<file path="src/sv/s5scan_pkg.sv">
// ----------------------------------------------------------------------------
// s5scan_pkg: shared types and constants of the _S5_ sleep-type scanner
// AML opcodes, the name pattern, item and result types and the integer
// object decode helpers.
// ----------------------------------------------------------------------------
package s5scan_pkg;

  // AML opcodes and prefixes
  localparam logic [7:0] NAME_OP      = 8'h08;
  localparam logic [7:0] ROOT_PREFIX  = 8'h5C;
  localparam logic [7:0] PACKAGE_OP   = 8'h12;
  localparam logic [7:0] ONE_OP       = 8'h01;
  localparam logic [7:0] ONES_OP      = 8'hFF;
  localparam logic [7:0] BYTE_PREFIX  = 8'h0A;
  localparam logic [7:0] WORD_PREFIX  = 8'h0B;
  localparam logic [7:0] DWORD_PREFIX = 8'h0C;

  // "_S5_" as it appears in the byte stream, first byte highest
  localparam logic [31:0] S5_NAME = 32'h5F53_355F;

  localparam int unsigned WinBytes = 6;
  localparam int unsigned WinBits  = 8 * WinBytes;

  // window contents that precede the package opcode, newest byte lowest
  localparam logic [39:0]      NAME_SEQ      = {NAME_OP, S5_NAME};
  localparam logic [WinBits-1:0] ROOT_NAME_SEQ = {NAME_OP, ROOT_PREFIX, S5_NAME};

  typedef struct packed {
    logic [7:0] table_byte;
    logic       last_byte;
  } s5scan_item_t;

  typedef struct packed {
    logic       found;
    logic [2:0] sleep_type_a;
    logic [2:0] sleep_type_b;
  } s5scan_res_t;

  // decode of an integer object opcode
  typedef struct packed {
    logic       has_data;  // data bytes follow the opcode
    logic [1:0] skip;      // data bytes after the first one
    logic [2:0] value;     // value of a constant opcode
  } s5scan_int_t;

  function automatic s5scan_int_t s5scan_int_decode(logic [7:0] op);
    s5scan_int_t info;
    info = '{has_data: 1'b0, skip: 2'd0, value: 3'd0};
    unique case (op)
      ONE_OP:       info.value = 3'd1;
      ONES_OP:      info.value = 3'd7;
      BYTE_PREFIX:  info.has_data = 1'b1;
      WORD_PREFIX:  begin
        info.has_data = 1'b1;
        info.skip     = 2'd1;
      end
      DWORD_PREFIX: begin
        info.has_data = 1'b1;
        info.skip     = 2'd3;
      end
      default:      info.value = 3'd0;
    endcase
    return info;
  endfunction

endpackage

</file>
<file path="src/sv/s5scan_if.sv">
// ----------------------------------------------------------------------------
// s5scan_if: valid/ready channels of the _S5_ sleep-type scanner
// Byte input channel and result output channel.
// ----------------------------------------------------------------------------
interface s5scan_in_if;
  logic       valid;
  logic       ready;
  logic [7:0] table_byte;
  logic       last_byte;

  modport source (output valid, output table_byte, output last_byte, input ready);
  modport sink   (input valid, input table_byte, input last_byte, output ready);
endinterface

interface s5scan_out_if;
  logic       valid;
  logic       ready;
  logic       found;
  logic [2:0] sleep_type_a;
  logic [2:0] sleep_type_b;

  modport source (output valid, output found, output sleep_type_a,
                  output sleep_type_b, input ready);
  modport sink   (input valid, input found, input sleep_type_a,
                  input sleep_type_b, output ready);
endinterface

</file>
<file path="src/sv/aml_s5_sleep_type_scanner.sv">
// ----------------------------------------------------------------------------
// aml_s5_sleep_type_scanner: _S5_ sleep-type scanner for AML table bodies
// Finds the _S5_ package in a stream of AML bytes and reports its sleep types.
// ----------------------------------------------------------------------------
// Usage
//   item_i carries one AML body byte per transfer, in table order, with
//   last_byte set on the final byte of each table. result_o carries at most
//   one transfer per input byte: found with both sleep types when the _S5_
//   package has been decoded, or a not-found transfer (types zero) when a
//   table ends without it.
//   An accepted byte is held in the input register, and its result is
//   registered in the output register.
//   Throughput: one byte per cycle while result_o is not stalled; the parser
//   state is a single register set updated by one level of logic per byte.
//   Reset clears the name window and the parse phase; the block starts in
//   search. After a successful decode the block stays resolved until reset
//   and swallows every later byte without a result.
//   When the receiver stalls, the result waits in the output register and
//   one further byte is held in the input register; item_i.ready then drops
//   until the output drains.
// ----------------------------------------------------------------------------
module aml_s5_sleep_type_scanner (
  input  logic         clk_i,
  input  logic         rst_ni,
  s5scan_in_if.sink    item_i,
  s5scan_out_if.source result_o
);
  import s5scan_pkg::*;

  // input register
  logic         in_vld_q, in_vld_d;
  s5scan_item_t in_item_q;

  // output register
  logic         out_vld_q, out_vld_d;
  s5scan_res_t  out_res_q;

  logic         out_free;     // output register can take a new result
  logic         in_fire;      // byte transfer on item_i
  logic         step;         // parser consumes the held byte
  logic         res_valid;
  s5scan_res_t  res;
  logic         resolved;

  assign out_free     = !out_vld_q || result_o.ready;
  assign step         = in_vld_q && out_free;
  assign item_i.ready = !in_vld_q || out_free;
  assign in_fire      = item_i.valid && item_i.ready;

  s5scan_parser u_parser (
    .clk_i       (clk_i),
    .rst_ni      (rst_ni),
    .step_i      (step),
    .step_item_i (in_item_q),
    .res_valid_o (res_valid),
    .res_o       (res),
    .resolved_o  (resolved)
  );

  always_comb begin
    in_vld_d = in_vld_q;
    if (in_fire) begin
      in_vld_d = 1'b1;
    end else if (step) begin
      in_vld_d = 1'b0;
    end
    out_vld_d = out_vld_q;
    if (out_free) begin
      out_vld_d = step && res_valid;
    end
  end

  always_ff @(posedge clk_i or negedge rst_ni) begin
    if (!rst_ni) begin
      in_vld_q  <= 1'b0;
      out_vld_q <= 1'b0;
    end else begin
      in_vld_q  <= in_vld_d;
      out_vld_q <= out_vld_d;
    end
  end

  // payload registers, no reset
  always_ff @(posedge clk_i) begin
    if (in_fire) begin
      in_item_q <= '{table_byte: item_i.table_byte, last_byte: item_i.last_byte};
    end
    if (step && res_valid) begin
      out_res_q <= res;
    end
  end

  assign result_o.valid        = out_vld_q;
  assign result_o.found        = out_res_q.found;
  assign result_o.sleep_type_a = out_res_q.sleep_type_a;
  assign result_o.sleep_type_b = out_res_q.sleep_type_b;

  // a found result only exists once the parser has resolved
  a_found_resolved : assert property (@(posedge clk_i) disable iff (!rst_ni)
    out_vld_q && out_res_q.found |-> resolved)
    else $error("found result without resolved parser");

  // resolved is sticky until reset
  a_resolved_sticky : assert property (@(posedge clk_i) disable iff (!rst_ni)
    resolved |=> resolved)
    else $error("parser left resolved state");

  // a not-found result carries zero sleep types
  a_not_found_zero : assert property (@(posedge clk_i) disable iff (!rst_ni)
    out_vld_q && !out_res_q.found |->
      out_res_q.sleep_type_a == 3'd0 && out_res_q.sleep_type_b == 3'd0)
    else $error("not-found result with nonzero sleep type");

  // a held byte is not dropped while the output is blocked
  a_hold_input : assert property (@(posedge clk_i) disable iff (!rst_ni)
    in_vld_q && !out_free |=> in_vld_q)
    else $error("held byte lost during output stall");

endmodule

</file>
<file path="src/sv/s5scan_parser.sv">
// ----------------------------------------------------------------------------
// s5scan_parser: AML byte parser for the _S5_ package
// Name window, package walk and integer decode; one byte per step.
// ----------------------------------------------------------------------------
module s5scan_parser (
  input  logic                     clk_i,
  input  logic                     rst_ni,
  input  logic                     step_i,
  input  s5scan_pkg::s5scan_item_t step_item_i,
  output logic                     res_valid_o,
  output s5scan_pkg::s5scan_res_t  res_o,
  output logic                     resolved_o
);
  import s5scan_pkg::*;

  typedef enum logic [3:0] {
    PH_SEARCH,
    PH_PKGLEN,
    PH_PKGSKIP,
    PH_COUNT,
    PH_OPA,
    PH_A_LOW,
    PH_A_REST,
    PH_OPB,
    PH_B_LOW,
    PH_B_REST,
    PH_RESOLVED
  } phase_e;

  phase_e             phase_q, phase_d;
  logic [WinBits-1:0] win_q, win_d;
  logic [1:0]         skip_q, skip_d;
  logic               many_q, many_d;    // element count above one
  logic [2:0]         first_q, first_d;
  logic [2:0]         low_q, low_d;

  logic        active;
  logic        done_a, done_b, emit, not_found;
  logic [2:0]  val, res_a, res_b;
  logic [7:0]  tb;
  s5scan_int_t op_info;

  assign tb     = step_item_i.table_byte;
  assign active = step_i && (phase_q != PH_RESOLVED);

  always_comb begin
    phase_d   = phase_q;
    win_d     = win_q;
    skip_d    = skip_q;
    many_d    = many_q;
    first_d   = first_q;
    low_d     = low_q;
    done_a    = 1'b0;
    done_b    = 1'b0;
    emit      = 1'b0;
    not_found = 1'b0;
    val       = 3'd0;
    res_a     = 3'd0;
    res_b     = 3'd0;
    op_info   = s5scan_int_decode(tb);

    if (active) begin
      unique case (phase_q)
        PH_SEARCH: begin
          if (tb == PACKAGE_OP &&
              (win_q[39:0] == NAME_SEQ || win_q == ROOT_NAME_SEQ)) begin
            phase_d = PH_PKGLEN;
            win_d   = '0;
          end else begin
            win_d = {win_q[WinBits-9:0], tb};
          end
        end
        PH_PKGLEN: begin
          skip_d  = tb[7:6];
          phase_d = (tb[7:6] != 2'd0) ? PH_PKGSKIP : PH_COUNT;
        end
        PH_PKGSKIP: begin
          skip_d = skip_q - 2'd1;
          if (skip_q == 2'd1) phase_d = PH_COUNT;
        end
        PH_COUNT: begin
          many_d  = (tb > 8'd1);
          phase_d = PH_OPA;
        end
        PH_OPA, PH_OPB: begin
          if (op_info.has_data) begin
            skip_d  = op_info.skip;
            low_d   = 3'd0;
            phase_d = (phase_q == PH_OPA) ? PH_A_LOW : PH_B_LOW;
          end else begin
            low_d  = op_info.value;
            val    = op_info.value;
            done_a = (phase_q == PH_OPA);
            done_b = (phase_q == PH_OPB);
          end
        end
        PH_A_LOW, PH_B_LOW: begin
          low_d = tb[2:0];
          val   = tb[2:0];
          if (skip_q == 2'd0) begin
            done_a = (phase_q == PH_A_LOW);
            done_b = (phase_q == PH_B_LOW);
          end else begin
            phase_d = (phase_q == PH_A_LOW) ? PH_A_REST : PH_B_REST;
          end
        end
        PH_A_REST, PH_B_REST: begin
          skip_d = skip_q - 2'd1;
          val    = low_q;
          if (skip_q == 2'd1) begin
            done_a = (phase_q == PH_A_REST);
            done_b = (phase_q == PH_B_REST);
          end
        end
        default: phase_d = PH_SEARCH;
      endcase

      // integer A done: second integer or answer with B equal to A
      if (done_a) begin
        first_d = val;
        if (many_q) begin
          phase_d = PH_OPB;
        end else begin
          emit  = 1'b1;
          res_a = val;
          res_b = val;
        end
      end
      if (done_b) begin
        emit  = 1'b1;
        res_a = first_q;
        res_b = val;
      end
      if (emit) phase_d = PH_RESOLVED;

      // table end without an answer drops any partial package
      if (step_item_i.last_byte && !emit) begin
        not_found = 1'b1;
        phase_d   = PH_SEARCH;
        win_d     = '0;
        skip_d    = 2'd0;
      end
    end
  end

  always_ff @(posedge clk_i or negedge rst_ni) begin
    if (!rst_ni) begin
      phase_q <= PH_SEARCH;
      win_q   <= '0;
      skip_q  <= 2'd0;
      many_q  <= 1'b0;
      first_q <= 3'd0;
      low_q   <= 3'd0;
    end else begin
      phase_q <= phase_d;
      win_q   <= win_d;
      skip_q  <= skip_d;
      many_q  <= many_d;
      first_q <= first_d;
      low_q   <= low_d;
    end
  end

  assign res_valid_o = emit || not_found;
  assign res_o       = '{found: emit, sleep_type_a: res_a, sleep_type_b: res_b};
  assign resolved_o  = (phase_q == PH_RESOLVED);

endmodule
</file>
<file path="src/flat_wrapper.sv">
// flat-port wrapper written by rule: the top's interface ports become plain ports
module aml_s5_sleep_type_scanner_flat import s5scan_pkg::*;
  (clk_i, rst_ni, item_i_valid, item_i_table_byte, item_i_last_byte, item_i_ready, result_o_valid, result_o_found, result_o_sleep_type_a, result_o_sleep_type_b, result_o_ready);
  s5scan_in_if item_i_i ();
  s5scan_out_if result_o_i ();
  input  logic clk_i;
  input  logic rst_ni;
  input wire logic [$bits(item_i_i.valid)-1:0] item_i_valid;
  input wire logic [$bits(item_i_i.table_byte)-1:0] item_i_table_byte;
  input wire logic [$bits(item_i_i.last_byte)-1:0] item_i_last_byte;
  output wire logic [$bits(item_i_i.ready)-1:0] item_i_ready;
  output wire logic [$bits(result_o_i.valid)-1:0] result_o_valid;
  output wire logic [$bits(result_o_i.found)-1:0] result_o_found;
  output wire logic [$bits(result_o_i.sleep_type_a)-1:0] result_o_sleep_type_a;
  output wire logic [$bits(result_o_i.sleep_type_b)-1:0] result_o_sleep_type_b;
  input wire logic [$bits(result_o_i.ready)-1:0] result_o_ready;
  assign item_i_i.valid = item_i_valid;
  assign item_i_i.table_byte = item_i_table_byte;
  assign item_i_i.last_byte = item_i_last_byte;
  assign item_i_ready = item_i_i.ready;
  assign result_o_valid = result_o_i.valid;
  assign result_o_found = result_o_i.found;
  assign result_o_sleep_type_a = result_o_i.sleep_type_a;
  assign result_o_sleep_type_b = result_o_i.sleep_type_b;
  assign result_o_i.ready = result_o_ready;
  aml_s5_sleep_type_scanner u_core (.clk_i(clk_i), .rst_ni(rst_ni), .item_i(item_i_i), .result_o(result_o_i));
endmodule
</file>
<file path="config.mk">
export PLATFORM = sky130hd
export DESIGN_NAME = aml_s5_sleep_type_scanner_flat
export DESIGN_NICKNAME = d
export VERILOG_FILES = /design/src/sv/s5scan_pkg.sv /design/src/sv/s5scan_if.sv /design/src/sv/aml_s5_sleep_type_scanner.sv /design/src/sv/s5scan_parser.sv /design/src/flat_wrapper.sv
export SDC_FILE = /design/constraint.sdc
export NUM_CORES = 1
export LEC_CHECK = 0
export ABC_AREA = 1
export BUFFER_PORTS_ARGS = -buffer_cell sky130_fd_sc_hd__buf_4
export CAP_MARGIN = 0
export CORE_ASPECT_RATIO = 1.4
export CORE_MARGIN = 2
export CORE_UTILIZATION = 43
export DETAILED_ROUTE_END_ITERATION = 8
export GPL_ROUTABILITY_DRIVEN = 1
export MAX_ROUTING_LAYER = met4
export RECOVER_POWER = 50
export SYNTH_ARGS = -nofsm -noshare
export SYNTH_HDL_FRONTEND = slang
export SYNTH_HIERARCHICAL = 1
export SYNTH_SLANG_ARGS = --single-unit
</file>
<file path="constraint.sdc">
create_clock -name clk_i -period 3 [get_ports clk_i]
set_clock_uncertainty 0.05 [all_clocks]
set_input_delay 0.6 -clock clk_i [delete_from_list [all_inputs] [get_ports clk_i]]
set_output_delay 0.6 -clock clk_i [all_outputs]
set_load 0.1 [all_outputs]
</file>
==> results.md, run 1 <==
- Outcome: finished, violations left
- Failing checks: capacitance limit, slew limit
- Crit-path max FO: 26
- Final #Nets: 612
- Ys Warns: 6
- Syn_area_per_cell: approximately 7.4 µm²
- Leak pwr: between 2 and 2.5 nW
- Final hold vios: 0
- Clock root buffer: clkbuf_16
- Cell taking the most area after synthesis: dfrtp_1
- Total die area: 10,700 µm²
- Setup crit end kind: flop
- Hold-fix buffers, CTS: 0
- Antenna diodes: 0
- Area Overhead vs Synth: 12.3%
- Finish-stage setup viols: 0
- Commonest non-fill, non-tap cell in the layout: nand2_1
- Inserted Clock Buffers: 9
- Initial core utilization: 43.6%
- Initial DRC count: around 300
- Clock latency on the worst-skew pair: roughly 0.34 ns
- Routed WL per cell: approximately 15 µm
- Post-CTS Resized: 0
- CTS tree: done
- Crit path buf inv count: 1
- Die Width: roughly 88 µm
- Layout cells sized above 1: a little over 9%
- Share of the synthesized area in the top cell type: 36.9%
- Synth cell types: 33
- Clock slew at reported path FFs: roughly 0.06 ns
- Max H-tree Level: 3
- CTS Buffer Depth: 2
- Register area share after synthesis: 48.2%
- Post-DRT Antenna Nets: 0
- Min-delay src: item_i_table_byte[7]
- Most frequent cells in the layout: 208 x nand2_1, 83 x nor2_1, 68 x inv_1
- Placed Cells: 721
- Crit-path slowest cell: nand2_2
- Post-route worst setup slack: between 0.4 and 0.5 ns
- Required time of the critical path: about 3.2 ns
- Largest net degree at the start of global routing: 64
- # port buffers: 21
- Fmax: 0.396 GHz
- Min-delay worst type: input pin to flop
- Total core area: 9790 µm²
- Post-route setup TNS: 0 ns
- Drt first pass iters: 5
- Filler Cell Count: approximately 1,000
- Mapped cell area: 4270 µm²
- Vias in the first global route: ~3,700
- Remaining DRCs: 0
- Fin crit period: 2.52 ns
- Critical path arrival: 2.71 ns
- DP Worst Slack: a little over 0.5 ns
- Post-DP HPWL: 7570 µm
- Cell Rows: 43
- Initial antenna violation count: 0
- Slew Viols, Final: 64
- Startpoint type of the worst setup path: flop
- Syn_nets: approximately 600
- R2r startpoint: u_core/in_item_q[7]
- CP peak stage delay: between 0.5 and 0.6 ns
- Clock sink count: 79
- Total track usage: between 20% and 30%
- Max-capacitance violation count: 1
- Synth Register Bits: slightly below 80
- CP Cell Sequence: nor2_4 -> inv_2 -> nor2_4 -> nand2_2 -> a21oi_4 -> nand3_4 -> nand2_2 -> nor2_1 -> nand2_1 -> nand2_1
- Via density: about 5.1
- GRT overflow: 0
- Die height: ~120 µm
- Top cell family by delay on the critical path: simple AND/OR/NAND/NOR gates
- Worst VDD drop: around 0.28 mV
- Global-route wire length before repair: about 18,000 µm
- Critical path type: flop to flop
- Slew HR: -5.38%
- Synth Instances: just under 600
- RSZ-0062 raised after global routing: no
- Total I/O pin count: 22
- CP startpoint: u_core/in_item_q[7]
- Top cells by area, synth: dfrtp_1 37%, nand2_1 18%, edfxtp_1 11%, nor2_1 7.4%, inv_1 6.0%
- Power density over the cells: 472 nW/µm²
- RePlAce Congestion: between 0.8 and 0.9
- Routed wire length: approximately 11,000 µm
- Period utilisation layout: 84.1%
- Worst-Margin Slew: 1.58 ns
- Final std cells w/o fill: about 740
- Postcts setup bufs: 0
- Via count: around 3,800
==> final cells by class <==
class                      instances  area [µm²]  share of cell area [%]
sequential                        79        2060                    42.9
multi-input combinational        407        1820                    37.9
tap                              135         169                    3.52
clock buffer                      13         272                    5.66
timing repair buffer              26         189                    3.94
clock inverter                     2        13.8                   0.287
inverter                          74         278                    5.79
==> cells in the mapped netlist, drive strengths merged <==
cell type / instances
nor3b: 1
a21oi: 5
o211ai: 1
o31ai: 1
a31oi: 4
o21bai: 1
edfxtp: 16
or2: 1
inv: 73
ha: 2
clkinv: 1
a22oi: 1
nand3: 25
nand4: 32
dfrtp: 63
nand2: 213
a211oi: 2
clkbuf: 7
nor2: 86
nor3: 15
a41oi: 1
o21ai: 13
nand3b: 1
o22ai: 2
buf: 10
==> metrics by stage <==
step                power (W)  instance area, µm²  utilization (%)  hold slack (ns)
floorplan             0.00118                4270                -            0.254
global placement      0.00123                4520             46.2            0.410
detailed placement    0.00123                4520             46.2            0.413
CTS                   0.00229                4800             49.1            0.342
global route          0.00235                4790             49.0            0.392
finish                0.00226                4790             49.0            0.404
==> registers in the layout, summed over array words and instances, names as in the netlist <==
| register | count |
|---|---|
| u_core/in_item_q | 9 |
| u_core/in_vld_q | 1 |
| u_core/result_o.found | 1 |
| u_core/result_o.sleep_type_a | 3 |
| u_core/result_o.sleep_type_b | 3 |
| u_core/result_o.valid | 1 |
| u_core/u_parser/first_q | 3 |
| u_core/u_parser/low_q | 3 |
| u_core/u_parser/many_q | 1 |
| u_core/u_parser/phase_q | 4 |
| u_core/u_parser/skip_q | 2 |
| u_core/u_parser/win_q | 48 |
==> kinds of logic (layout without fill, tap and decap cells) <==
family | after synthesis | in the layout | share of synthesized area, %
compound gates | 31 | 31 | 4.78
simple gates | 374 | 374 | 37.2
buf+inv | 91 | 115 | 9.21
fa+ha+maj | 2 | 2 | 0.586
flops | 79 | 79 | 48.2
==> per-layer routing <==
layer	GRT usage (%)	part of all wire (%)
met1	26.7	41
met2	37.4	53
met3	3.86	4.0
met4	9.75	2.5
met5	-	0
==> worst register-to-register path, delay by kind of cell (launching register included) <==
kind,cells,cell delay (ns)
simple gates,8,1.53
flops,1,0.48
compound gates,1,0.30
buf+inv,1,0.07
==> report_power, final <==
group / total [W] / switching, W / internal [W] / leakage (nW)
Sequential: 0.00112 / 0.0000145 / 0.00111 / 0.999
Combinational: 0.0000834 / 0.0000609 / 0.0000224 / 1.16
Clock: 0.00106 / 0.000427 / 0.000631 / 0.141
Total: 0.00226 / 0.000503 / 0.00176 / 2.31
==> worst paths after layout <==
| kind | endpoint | slack, ns | cells after the start |
|---|---|---|---|
| min in group asynchronous | u_core/u_parser/win_q[46] | 0.60 | 1 |
| max reg2reg | u_core/u_parser/win_q[32] | 0.48 | 10 |
| max in group asynchronous | u_core/u_parser/phase_q[1] | 1.35 | 1 |
| min reg2reg | u_core/u_parser/win_q[45] | 0.43 | 2 |
| max | u_core/u_parser/win_q[32] | 0.48 | 10 |
| min | u_core/in_item_q[8] | 0.40 | 1 |
(Power assumes the default switching activity.)
==> inputs of run 2 (changes only) <==
--- a/config.mk
+++ b/config.mk
@@ -5,7 +5,7 @@
 export SDC_FILE = /design/constraint.sdc
 export NUM_CORES = 1
 export LEC_CHECK = 0
-export ABC_AREA = 1
+export ABC_AREA = 0
 export BUFFER_PORTS_ARGS = -buffer_cell sky130_fd_sc_hd__buf_4
 export CAP_MARGIN = 0
 export CORE_ASPECT_RATIO = 1.4
==> constraint.sdc (replaced) <==
create_clock -name clk_i -period 2.5 [get_ports clk_i]
set_clock_uncertainty 0.05 [all_clocks]
set_input_delay 0.5 -clock clk_i [delete_from_list [all_inputs] [get_ports clk_i]]
set_output_delay 0.5 -clock clk_i [all_outputs]
set_load 0.1 [all_outputs]
==> run 2 against run 1 <==
  * The run still ends with capacitance limit, slew limit left
  * Die area shrank 14%
  * Cell area fell by 8.1%
  * Setup slack worse by 0.40 ns
  * Sequential cell count did not move
  * Clock-buffer cell count decreased by 4
  * Global-route usage shrank 2.3 points
  * Synthesized cell count fell by 44%
  * Maximum frequency rose by 4.1%
  * Total power is 110% higher
  * First-iteration DRC count is 35% lower
  * Area after synthesis decreased by 15%
  * Hold slack lost 0.094 ns
  * Critical endpoint is now u_core/u_parser/win_q[44]
  * Largest power group is now combinational logic
==> results.md, run 2 <==
- Register area: ~2100 µm²
- Initial DRC count: around 190
- Remaining DRCs: 0
- End of the worst register-to-register path: u_core/u_parser/win_q[44]
- Initial core utilization: 44.4%
- Period utilisation layout: between 90% and 100%
- Post-route setup TNS: 0 ns
- Max reg flops: 48
- Global-route wire length before repair: roughly 14,000 µm
- Total core area: approximately 8200 µm²
- Mapped cell area: around 3600 µm²
- CTS Buffer Depth: 2
- Synth cell count leaders: 63 x dfrtp_1, 48 x a22o_1, 25 x nor2_1
- Fmax: around 0.41 GHz
- Commonest non-fill, non-tap cell in the layout: dfrtp_1
- Final #Nets: approximately 380
- Slew Viols, Final: 64
- Net Switching: ~0.0017 W
- Sw Ratio: between 30% and 40%
- Inserted Clock Buffers: 9
- Critical path arrival: approximately 2.6 ns
- Required time of the critical path: between 2 and 3 ns
- Max H-tree Level: 3
- Total I/O pin count: 22
- CP peak stage delay: around 0.42 ns
- Die height: between 100 and 150 µm
- Min-delay worst type: input pin to flop
- Critical path type: flop to flop
- Cell Rows: 39
- Internal Power: approximately 0.0031 W
- RSZ-0062 raised after global routing: no
- Post-DRT Antenna Nets: 0
- Filler Cell Count: approximately 720
- Cell taking the most area after synthesis: dfrtp_1
- Most frequent cells in the layout: 63 x dfrtp_1, 48 x a22o_1, 36 x buf_4
- Clock latency on the worst-skew pair: 0.33 ns
- Finish-stage setup viols: 0
- R2R depth: 7
- Hold path cells: 1
- Syn_area_per_cell: roughly 11 µm²
- Vias in the first global route: approximately 2,700
- Top reg by flops: u_core/u_parser/win_q
- Sequential Power Share: about a third
- Drt first pass iters: 5
- Worst-Margin Slew: around 1.5 ns
- Crit-path slowest cell: or3b_4
- Multi-input gate area: about 1500 µm²
- Area Overhead vs Synth: 20.9%
- Via density: roughly 5.8
- Initial antenna violation count: 0
- Via count: approximately 2,700
- Failing checks: capacitance limit, slew limit
- Synth cell types: 55
- Total track usage: 20.3%
- CP Cell Sequence: or3b_4 -> a211o_4 -> a22oi_2 -> a311oi_2 -> and2_1 -> buf_12 -> a22o_1
- CTS tree: done
- Die Width: slightly above 80 µm
- CP startpoint: u_core/in_item_q[1]
- FFs w/ async S/R, synth: 79.7%
- GRT overflow: 0
- Fin crit period: ~2.4 ns
- Post-DP HPWL: about 5800 µm
- Largest registers: u_core/u_parser/win_q (48), u_core/in_item_q (9), u_core/u_parser/phase_q (4)
- Synth Register Bits: approximately 80
- Top cells by area, synth: dfrtp_1 43%, edfxtp_1 13%, a22o_1 12%, nor2_1 2.6%, a21oi_1 2.5%
- Max-capacitance violation count: 1
- R2r startpoint: u_core/in_item_q[1]
- Final hold vios: 0
- Min-delay src: item_i_table_byte[7]
- Worst VDD drop: about 0.76 mV
- # port buffers: 21
- Setup crit end kind: flop
- Synth Instances: about 320
- Clk pwr share: 30.2%
- Crit-path max FO: 26
- Number of flops mapped to enable cells by yosys: 16
- Hold-fix buffers, CTS: 0
- RePlAce Congestion: between 0.9 and 1
- Flop-to-flop setup slack: approximately 0.076 ns
- Startpoint type of the worst setup path: flop
- DP Worst Slack: around 0.07 ns
- Clock sink count: about 80
- Clock slew at reported path FFs: 0.06 ns
- Register area share after synthesis: roughly 56%
- Capture point of the worst path: u_core/u_parser/win_q[44]
- Power density over the cells: 1100 nW/µm²
- Ys flop type: dfrtp_1
- Antenna diodes: 0
- Combinational Power Share: between 30% and 40%
- Total die area: 9240 µm²
- Ys Warns: 6
- Most common cell in the netlist: dfrtp_1
- Share of the synthesized area in the top cell type: 43.3%
- Post-route worst setup slack: 0.0763 ns
- Routed WL per cell: between 15 and 20 µm
- Clock root buffer: clkbuf_16
- Routed wire length: a little over 8000 µm
- Syn_nets: 336
- Slew HR: -2.89%
- Leak pwr: between 1.5 and 2 nW
- Largest net degree at the start of global routing: between 60 and 70
- Layout cells sized above 1: 20.7%
- Outcome: finished, violations left
[run 2: changes by cell type after synthesis, sizes merged, moves of 8 or more]
| cell | before | now |
|---|---|---|
| nor3 | 15 | 5 |
| nor2 | 86 | 25 |
| inv | 73 | 10 |
| nand3 | 25 | 4 |
| nand4 | 32 | 4 |
| nand2 | 213 | 24 |
| nand2b | 0 | 8 |
| a22o | 0 | 48 |
| a21oi | 5 | 18 |
[run 2: repair_timing]
item / in CTS / in global routing
setup endpoints to repair: 0 / 54
gates resized for setup: 0 / 8
setup buffers: 0 / 1
[run 2: power by group through the flow]
stage	registers (W)	clock network, W	logic [W]
2_1_floorplan	0.00182	0	0.00105
6_report	0.00168	0.00147	0.00170
5_1_grt	0.00171	0.00156	0.00187
3_3_place_gp	0.00170	0	0.00166
3_5_place_dp	0.00171	0	0.00167
4_1_cts	0.00169	0.00151	0.00168
[run 2: area by class of cell]
cell class | count | area share, %
clock buffer | 9 | 5.11
tap | 102 | 2.90
multi-input combinational | 215 | 33.2
inverter | 10 | 0.852
clock inverter | 7 | 2.53
sequential | 79 | 46.7
timing repair buffer | 48 | 8.69
[run 2: cells by family after synthesis]
| group | synth area share, % |
|---|---|
| and+or+nand+nor | 15.2 |
| buffers and inverters | 3.81 |
| DFF | 56.5 |
| adders and majority gates | 0.687 |
| muxes | 0.618 |
| AOI/OAI and AO/OA | 23.2 |
[run 2: critical path, delay by kind of cell, from the launching register on]
family	cells	cell delay [ns]
and+or+nand+nor	2	0.65
DFF	1	0.38
buffers and inverters	1	0.17
AOI/OAI and AO/OA	4	1.06
[run 2: worst min path at each step]
| stage | to | slack (ns) |
|---|---|---|
| floorplan | u_core/in_vld_q | 0.15 |
| global placement | u_core/u_parser/low_q[2] | 0.42 |
| detailed placement | u_core/u_parser/low_q[1] | 0.43 |
| CTS | u_core/u_parser/win_q[12] | 0.22 |
| global route | u_core/in_item_q[3] | 0.30 |
| finish | u_core/in_item_q[8] | 0.31 |
[run 2: layer usage]
| metal | wire length, µm | track usage, % | up-vias |
|---|---|---|---|
| li1 | - | - | 1303 |
| met2 | 4290 | 31.6 | 51 |
| met4 | 221 | 8.33 | 0 |
| met1 | 3420 | 25.1 | 1339 |
| met5 | 0 | - | - |
| met3 | 231 | 4.86 | 17 |
[run 2: metrics by stage]
stage | cell area, µm² | utilization, % | power, W | instances | hold slack (ns)
2_1_floorplan | 3640 | - | 0.00287 | 321 | 0.154
3_3_place_gp | 4050 | 49.4 | 0.00336 | 453 | 0.418
3_5_place_dp | 4050 | 49.4 | 0.00337 | 453 | 0.428
4_1_cts | 4380 | 53.5 | 0.00487 | 469 | 0.223
5_1_grt | 4410 | 53.7 | 0.00513 | 470 | 0.295
6_report | 4410 | 53.7 | 0.00485 | 470 | 0.311
